$ cat config.mk
export PLATFORM = sky130hd
export DESIGN_NAME = reversible_deque_engine_flat
export DESIGN_NICKNAME = d
export VERILOG_FILES = /design/src/rde_pkg.sv /design/src/rde_ifs.sv /design/src/rde_ram.sv /design/src/reversible_deque_engine.sv /design/src/flat_wrapper.sv
export SDC_FILE = /design/constraint.sdc
export NUM_CORES = 1
export LEC_CHECK = 0
export ABC_AREA = 1
export BUFFER_PORTS_ARGS = -buffer_cell sky130_fd_sc_hd__buf_2
export CAP_MARGIN = 20
export CELL_PAD_IN_SITES_DETAIL_PLACEMENT = 1
export CELL_PAD_IN_SITES_GLOBAL_PLACEMENT = 1
export CORE_UTILIZATION = 42
export DETAILED_ROUTE_END_ITERATION = 12
export PLACE_DENSITY = 0.7
export SLEW_MARGIN = 20
export SYNTH_ARGS = -nofsm -noshare
export SYNTH_HDL_FRONTEND = slang
export SYNTH_HIERARCHICAL = 1
export SYNTH_SLANG_ARGS = --single-unit
$ cat constraint.sdc
create_clock -name clk -period 4.3 [get_ports clk]
set_input_delay 0.645 -clock clk [delete_from_list [all_inputs] [get_ports clk]]
set_output_delay 0.645 -clock clk [all_outputs]
set_load 0.1 [all_outputs]
$ cat src/rde_pkg.sv
// Shared constants and codes for the reversible deque engine.
package rde_pkg;

  localparam int DEPTH_DEF       = 64;
  localparam int VALUE_WIDTH_DEF = 16;

  localparam int REQ_W = 2;
  localparam int VAL_W = 16;
  localparam int STS_W = 2;

  localparam logic [REQ_W-1:0] REQ_PUSH    = 2'd0;
  localparam logic [REQ_W-1:0] REQ_REVERSE = 2'd1;
  localparam logic [REQ_W-1:0] REQ_DELETE  = 2'd2;
  localparam logic [REQ_W-1:0] REQ_DRAIN   = 2'd3;

  localparam logic [STS_W-1:0] STATUS_OK       = 2'd0;
  localparam logic [STS_W-1:0] STATUS_ERROR    = 2'd1;
  localparam logic [STS_W-1:0] STATUS_OVERFLOW = 2'd2;

endpackage

$ cat src/rde_ifs.sv
// Request and result channel interfaces of the reversible deque engine.
interface rde_req_if;
  logic                       valid;
  logic                       ready;
  logic [rde_pkg::REQ_W-1:0] req_type;
  logic [rde_pkg::VAL_W-1:0] value;

  modport source (output valid, output req_type, output value, input ready);
  modport sink   (input valid, input req_type, input value, output ready);
endinterface

interface rde_res_if;
  logic                       valid;
  logic                       ready;
  logic [rde_pkg::VAL_W-1:0] value_res;
  logic [rde_pkg::STS_W-1:0] status;
  logic                       empty_res;
  logic                       last;

  modport source (output valid, output value_res, output status, output empty_res,
                  output last, input ready);
  modport sink   (input valid, input value_res, input status, input empty_res,
                  input last, output ready);
endinterface

$ cat src/rde_ram.sv
// Generic single-write, single-read RAM with registered read data.
module rde_ram #(
  parameter int WIDTH = 16,
  parameter int DEPTH = 64,
  localparam int AW = (DEPTH > 1) ? $clog2(DEPTH) : 1
) (
  input  logic             clk,
  input  logic             we,
  input  logic [AW-1:0]    waddr,
  input  logic [WIDTH-1:0] wdata,
  input  logic             re,
  input  logic [AW-1:0]    raddr,
  output logic [WIDTH-1:0] rdata
);

  logic [WIDTH-1:0] mem [DEPTH];

  always_ff @(posedge clk) begin
    if (we) begin
      mem[waddr] <= wdata;
    end
    if (re) begin
      rdata <= mem[raddr];
    end
  end

endmodule

$ cat src/reversible_deque_engine.sv
// Push, reverse and delete complete in the accepting cycle and give no word.
// Drain of an empty or faulted store: one status word, valid the cycle after acceptance.
// Drain of N elements: a RAM read, then the output register; then one word per cycle
// while res_ch is ready (single registered RAM read port); next request after last.
// Reset (rst, synchronous) clears head, count, reverse/error/overflow flags and the
// output valid; element RAM contents are left as they are and never read unwritten.
module reversible_deque_engine #(
  parameter int DEPTH       = rde_pkg::DEPTH_DEF,
  parameter int VALUE_WIDTH = rde_pkg::VALUE_WIDTH_DEF
) (
  input  logic          clk,
  input  logic          rst,
  rde_req_if.sink       req_ch,
  rde_res_if.source     res_ch
);

  // index, count and sum widths all follow DEPTH
  localparam int AW = (DEPTH > 1) ? $clog2(DEPTH) : 1;
  localparam int CW = $clog2(DEPTH + 1);
  localparam int SW = CW + 1;
  localparam int VW = rde_pkg::VAL_W;
  localparam int TW = rde_pkg::STS_W;

  localparam logic ST_IDLE  = 1'b0;
  localparam logic ST_DRAIN = 1'b1;

  // control state
  logic          state;
  logic [AW-1:0] head;
  logic [CW-1:0] count;
  logic          rev;
  logic          err;
  logic          ovf;
  logic [CW-1:0] idx;        // next element of a drain run to read
  logic [TW-1:0] d_status;   // status carried by every word of the run
  logic          rd_pend;    // RAM read data holds an element not yet loaded
  logic          pend_last;

  // output register
  logic          ovalid;
  logic [VW-1:0] o_value;
  logic [TW-1:0] o_status;
  logic          o_empty;
  logic          o_last;

  logic                   req_acc;
  logic                   out_free;
  logic                   load_now;
  logic                   issue;
  logic                   is_last_issue;
  logic                   push_ok;
  logic [CW-1:0]          off;
  logic [SW-1:0]          rd_sum;
  logic [SW-1:0]          wr_sum;
  logic [SW-1:0]          hd_sum;
  logic [AW-1:0]          rd_addr;
  logic [AW-1:0]          wr_addr;
  logic [AW-1:0]          head_inc;
  logic [VALUE_WIDTH-1:0] wdata;
  logic [VALUE_WIDTH-1:0] rdata;

  assign out_free = !ovalid || res_ch.ready;
  // requests wait for a free output slot and an empty read pipe
  assign req_ch.ready = (state == ST_IDLE) && !rd_pend && out_free;
  assign req_acc  = req_ch.valid && req_ch.ready;
  assign load_now = rd_pend && out_free;
  assign issue    = (state == ST_DRAIN) && (!rd_pend || load_now);
  assign is_last_issue = (SW'(idx) + SW'(1)) == SW'(count);

  // logical position -> physical offset from head
  assign off = rev ? (count - CW'(1) - idx) : idx;

  // ring wrap: sums stay below 2*DEPTH, so one compare and subtract
  always_comb begin
    rd_sum = SW'(head) + SW'(off);
    if (rd_sum >= SW'(DEPTH)) begin
      rd_sum = rd_sum - SW'(DEPTH);
    end
    wr_sum = SW'(head) + SW'(count);
    if (wr_sum >= SW'(DEPTH)) begin
      wr_sum = wr_sum - SW'(DEPTH);
    end
    hd_sum = SW'(head) + SW'(1);
    if (hd_sum >= SW'(DEPTH)) begin
      hd_sum = hd_sum - SW'(DEPTH);
    end
  end

  assign rd_addr  = rd_sum[AW-1:0];
  assign wr_addr  = wr_sum[AW-1:0];
  assign head_inc = hd_sum[AW-1:0];

  assign push_ok = req_acc && (req_ch.req_type == rde_pkg::REQ_PUSH) && !err &&
                   (SW'(count) < SW'(DEPTH));
  assign wdata   = VALUE_WIDTH'(req_ch.value);

  rde_ram #(
    .WIDTH (VALUE_WIDTH),
    .DEPTH (DEPTH)
  ) u_store (
    .clk   (clk),
    .we    (push_ok),
    .waddr (wr_addr),
    .wdata (wdata),
    .re    (issue),
    .raddr (rd_addr),
    .rdata (rdata)
  );

  always_ff @(posedge clk) begin
    if (rst) begin
      state     <= ST_IDLE;
      head      <= '0;
      count     <= '0;
      rev       <= 1'b0;
      err       <= 1'b0;
      ovf       <= 1'b0;
      idx       <= '0;
      d_status  <= rde_pkg::STATUS_OK;
      rd_pend   <= 1'b0;
      pend_last <= 1'b0;
      ovalid    <= 1'b0;
    end else begin
      if (ovalid && res_ch.ready) begin
        ovalid <= 1'b0;
      end
      if (load_now) begin
        ovalid <= 1'b1;
      end

      if (issue) begin
        rd_pend   <= 1'b1;
        pend_last <= is_last_issue;
      end else if (load_now) begin
        rd_pend <= 1'b0;
      end

      unique case (state)
        ST_IDLE: begin
          if (req_acc) begin
            unique case (req_ch.req_type)
              rde_pkg::REQ_PUSH: begin
                if (!err) begin
                  if (push_ok) begin
                    count <= count + CW'(1);
                  end else begin
                    ovf <= 1'b1;   // full: word dropped
                  end
                end
              end
              rde_pkg::REQ_REVERSE: begin
                if (!err) begin
                  rev <= !rev;
                end
              end
              rde_pkg::REQ_DELETE: begin
                if (!err) begin
                  if (count == '0) begin
                    err <= 1'b1;
                  end else begin
                    // reversed: logical front is the physical back, head stays
                    if (!rev) begin
                      head <= head_inc;
                    end
                    count <= count - CW'(1);
                  end
                end
              end
              rde_pkg::REQ_DRAIN: begin
                if (err || (count == '0)) begin
                  // single status word, then back to reset values
                  ovalid <= 1'b1;
                  head   <= '0;
                  count  <= '0;
                  rev    <= 1'b0;
                  err    <= 1'b0;
                  ovf    <= 1'b0;
                end else begin
                  state    <= ST_DRAIN;
                  idx      <= '0;
                  d_status <= ovf ? rde_pkg::STATUS_OVERFLOW : rde_pkg::STATUS_OK;
                end
              end
              default: ;
            endcase
          end
        end
        ST_DRAIN: begin
          if (issue) begin
            idx <= idx + CW'(1);
            if (is_last_issue) begin
              state <= ST_IDLE;
              head  <= '0;
              count <= '0;
              rev   <= 1'b0;
              err   <= 1'b0;
              ovf   <= 1'b0;
            end
          end
        end
        default: state <= ST_IDLE;
      endcase
    end
  end

  // output payload, no reset needed
  always_ff @(posedge clk) begin
    if (load_now) begin
      o_value  <= VW'(rdata);
      o_status <= d_status;
      o_empty  <= 1'b0;
      o_last   <= pend_last;
    end else if (req_acc && (req_ch.req_type == rde_pkg::REQ_DRAIN)) begin
      o_value  <= '0;
      o_empty  <= 1'b1;
      o_last   <= 1'b1;
      if (err) begin
        o_status <= rde_pkg::STATUS_ERROR;
      end else if (ovf) begin
        o_status <= rde_pkg::STATUS_OVERFLOW;
      end else begin
        o_status <= rde_pkg::STATUS_OK;
      end
    end
  end

  assign res_ch.valid     = ovalid;
  assign res_ch.value_res = o_value;
  assign res_ch.status    = o_status;
  assign res_ch.empty_res = o_empty;
  assign res_ch.last      = o_last;

endmodule

$ cat src/flat_wrapper.sv
// flat-port wrapper written by rule: the top's interface ports become plain ports
module reversible_deque_engine_flat 
#(
  parameter int DEPTH       = rde_pkg::DEPTH_DEF,
  parameter int VALUE_WIDTH = rde_pkg::VALUE_WIDTH_DEF
)
  (clk, rst, req_ch_valid, req_ch_req_type, req_ch_value, req_ch_ready, res_ch_valid, res_ch_value_res, res_ch_status, res_ch_empty_res, res_ch_last, res_ch_ready);
  rde_req_if req_ch_i ();
  rde_res_if res_ch_i ();
  input  logic clk;
  input  logic rst;
  input wire logic [$bits(req_ch_i.valid)-1:0] req_ch_valid;
  input wire logic [$bits(req_ch_i.req_type)-1:0] req_ch_req_type;
  input wire logic [$bits(req_ch_i.value)-1:0] req_ch_value;
  output wire logic [$bits(req_ch_i.ready)-1:0] req_ch_ready;
  output wire logic [$bits(res_ch_i.valid)-1:0] res_ch_valid;
  output wire logic [$bits(res_ch_i.value_res)-1:0] res_ch_value_res;
  output wire logic [$bits(res_ch_i.status)-1:0] res_ch_status;
  output wire logic [$bits(res_ch_i.empty_res)-1:0] res_ch_empty_res;
  output wire logic [$bits(res_ch_i.last)-1:0] res_ch_last;
  input wire logic [$bits(res_ch_i.ready)-1:0] res_ch_ready;
  assign req_ch_i.valid = req_ch_valid;
  assign req_ch_i.req_type = req_ch_req_type;
  assign req_ch_i.value = req_ch_value;
  assign req_ch_ready = req_ch_i.ready;
  assign res_ch_valid = res_ch_i.valid;
  assign res_ch_value_res = res_ch_i.value_res;
  assign res_ch_status = res_ch_i.status;
  assign res_ch_empty_res = res_ch_i.empty_res;
  assign res_ch_last = res_ch_i.last;
  assign res_ch_i.ready = res_ch_ready;
  reversible_deque_engine #(.DEPTH(DEPTH), .VALUE_WIDTH(VALUE_WIDTH)) u_core (.clk(clk), .rst(rst), .req_ch(req_ch_i), .res_ch(res_ch_i));
endmodule
==> results.toml <==
[outcome]
outcome = "completed"

[logic_synthesis]
dominantRegCellSynth = "edfxtp_1"
synth_seq_cells = 1088
ys_seq_area_share_pct = 71.0
synth_area_mm2 = 0.0456
synth_nets = 4034
synth_cells = 3989
postSynthAreaPerCell_um2 = 11.4
ys_warn_count = 6
ys_types = 40
async_flop_share_pct = 0
synth_edf_count = 1059

[die]
die_w_um = 332
pin_count = 44
die_h_um = 332
core_area_mm2 = 0.107
start_util_pct = 42.5
rows = 120
die_area_mm2 = 0.110

[detailed_routing]
drt_iter0_markers = 3283
viasPerCell = 5.64
wl_mm = 137
ant_nets = 0
dr.pass1.iters = 6
drc = 0
wl_per_cell_um = 24.7
num_vias = 31400

[layout]
diodes = 0
final_util_pct = 47.8
drive_gt1_share_pct = 9.71
regArea_mm2 = 0.0324
layout.cells.non_filler = 5565
fill_cells = 11200
multi_input_area_mm2 = 0.0115
nets = 4107
area_growth_pct = 12.5

[placed_design]
dp_cells = 5350
gp_congestion = 0.842
dp_hpwl_mm = 81.8
io_buffers = 43
pre_cts_ws_ns = 0.207

[global_routing]
grt_max_degree = 158
grt_overflow = 0
grt_pass1_vias = 32300
antenna_found_initial = 6
grt_first_pass_wirelength_mm = 207
grt_util_all_layers_pct = 24.9

[timing]
slew_viol_final = 0
max_freq_mhz = 247
finalCriticalPeriod_ns = 4.04
tightest_slew_ns = 1.02
finalHoldViolations = 0
finalSetupTns_ns = 0
final.period_utilization_pct = 94.0
setup_viol = 0
worst_slack_ns = 0.257
finalClockSkew_ns = 0.0302
relSlewSlack_pct = 32.2
rsz0062_at_grt = "no"

[clocking]
root_buffer = "clkbuf_16"
insertion_delay_ns = 0.70
htree_levels = 3
cts_tree = "built"
ctsLongestPathBuffers = 3
clock_sinks = 1088
cts_buffers = 113
clkSlewWorstSetupHoldPaths_ns = 0.06

[setup_path]
r2r_cells = 15
worstPathArrival_ns = 4.50
r2r-start = "u_core/count[1]"
r2r-end = "u_core/u_store/rdata[10]"
cp_max_fo = 45
regToRegSetupSlack_ns = 0.26
crit_type = "reg -> reg"
critPathCaptureType = "register"
crit_required_ns = 4.75
startpoint_type = "register"

[job]
maxCapViolCount = 0

[worst_hold_path]
hold_depth = 4
whs_endpoint = "u_core/res_ch.valid"
worstHoldStart = "res_ch_ready"
hp-class = "in -> reg"

[power_and_ir_drop]
p_switching_w = 0.00873
fin_total_pwr_w = 0.0275
clockPowerShare_pct = 34.7
p_leak_nw = 18.6
vdd_drop_max_uv = 401
p_int_w = 0.0188
seq_power_share_pct = 42.8
power_density_mw_per_mm2 = 536
combinationalPowerShare_pct = 22.5
p_sw_share_pct = 31.8
## worst max-delay path by stage
stage / from / endpoint / depth (start not counted)
2_1_floorplan: u_core/res_ch.valid / u_core/u_store/mem[48][0] / 8
3_3_place_gp: u_core/count[1] / u_core/u_store/rdata[15] / 19
3_5_place_dp: u_core/count[1] / u_core/u_store/rdata[4] / 18
4_1_cts: u_core/count[1] / u_core/u_store/rdata[11] / 18
5_1_grt: u_core/count[1] / u_core/u_store/rdata[2] / 19
6_report: u_core/count[1] / u_core/u_store/rdata[10] / 15
## cell type report
type | instances | area share, %
Clock buffer | 132 | 5.65
Clock inverter | 83 | 1.31
Inverter | 88 | 0.702
Multi-Input combinational cell | 2580 | 22.4
Sequential cell | 1088 | 63.1
Tap cell | 1403 | 3.42
Timing Repair Buffer | 191 | 3.37
## critical path: stages, from the launching register on
cell and delay (ns):
dfxtp_1 0.33, inv_1 0.09, ha_1 0.32, inv_1 0.11, fa_1 0.41, nand2_1 0.07
o21ai_0 0.14, fa_4 0.97, buf_12 0.29, nand3_1 0.14, nand3_1 0.18, nand2_1 0.11
nand2_1 0.10, nand3_1 0.23, nand3_1 0.21, nand2_1 0.06
## per-stage QoR
step | hold WS, ns | cell area, um^2
after detailed placement | 0.456 | 47700
after global routing | 0.317 | 51300
after floorplan | 0.439 | 45600
after global placement | 0.455 | 47700
final | 0.317 | 51300
after CTS | 0.278 | 51300
## metal layers
layer  global-route usage, %  wire, um
met3                    3.09      8550
met1                    34.8     59700
met2                    40.4     65400
met5                       0        40
met4                    8.06      3860
## cells by family after synthesis
logic type | share of synthesized area [%]
AND/OR/NAND/NOR | 23.1
flip-flops | 71.0
adder cells (fa/ha/maj) | 0.680
XOR/XNOR | 0.365
AO/OA/AOI/OAI | 0.853
buffers and inverters | 4.01
## state kept, by name, summed over array words and instances (netlist names), 2 cells and up
signal	count
u_core/u_store/rdata	16
u_core/res_ch.status	2
u_core/idx	7
u_core/count	7
u_core/u_store/mem	1024
u_core/res_ch.value_res	16
u_core/head	6
## synthesized netlist by cell type, drive strengths merged, types with 2 or more instances
| library cell | n | area (um^2) |
|---|---|---|
| a211oi | 6 | 45.0 |
| a21oi | 40 | 200 |
| a31oi | 5 | 31.3 |
| buf | 209 | 1400 |
| clkbuf | 24 | 90.1 |
| clkinv | 2 | 7.51 |
| dfxtp | 29 | 581 |
| edfxtp | 1059 | 31800 |
| fa | 3 | 60.1 |
| ha | 20 | 250 |
| inv | 86 | 330 |
| nand2 | 1405 | 5290 |
| nand3 | 908 | 4550 |
| nand4 | 9 | 56.3 |
| nor2 | 124 | 490 |
| nor3 | 16 | 103 |
| o21ai | 16 | 83.8 |
| or2 | 2 | 12.5 |
| xnor2 | 5 | 43.8 |
| xor2 | 14 | 123 |
## power by group through the flow
stage | Combinational, W | Clock (W) | Sequential [W]
after global placement | 0.00597 | 0 | 0.0120
after floorplan | 0.00393 | 0 | 0.0121
after CTS | 0.00615 | 0.00968 | 0.0118
after detailed placement | 0.00610 | 0 | 0.0120
final | 0.00617 | 0.00954 | 0.0118
after global routing | 0.00671 | 0.0100 | 0.0118
## cell usage in the layout (no fill, tap or decap), drive strengths merged, types with 2 or more instances in the layout
cell type and count:
xnor2 5, inv 90, nand4 9, a211oi 6, xor2 14, clkinv 68, nor3 16, or2 2
nand2 1405, o21ai 16, buf 191, fa 3, clkbuf 132, a31oi 5, ha 20, dfxtp 29
nand3 908, nor2 124, bufinv 9, a21oi 40, edfxtp 1059, clkinvlp 4
## repair_timing
action                     CTS  global route
hold buffers                 0             0
gates resized for setup      0             3
setup endpoints to repair    0            16
buffers inserted             0             0
(Power assumes the default switching activity.)
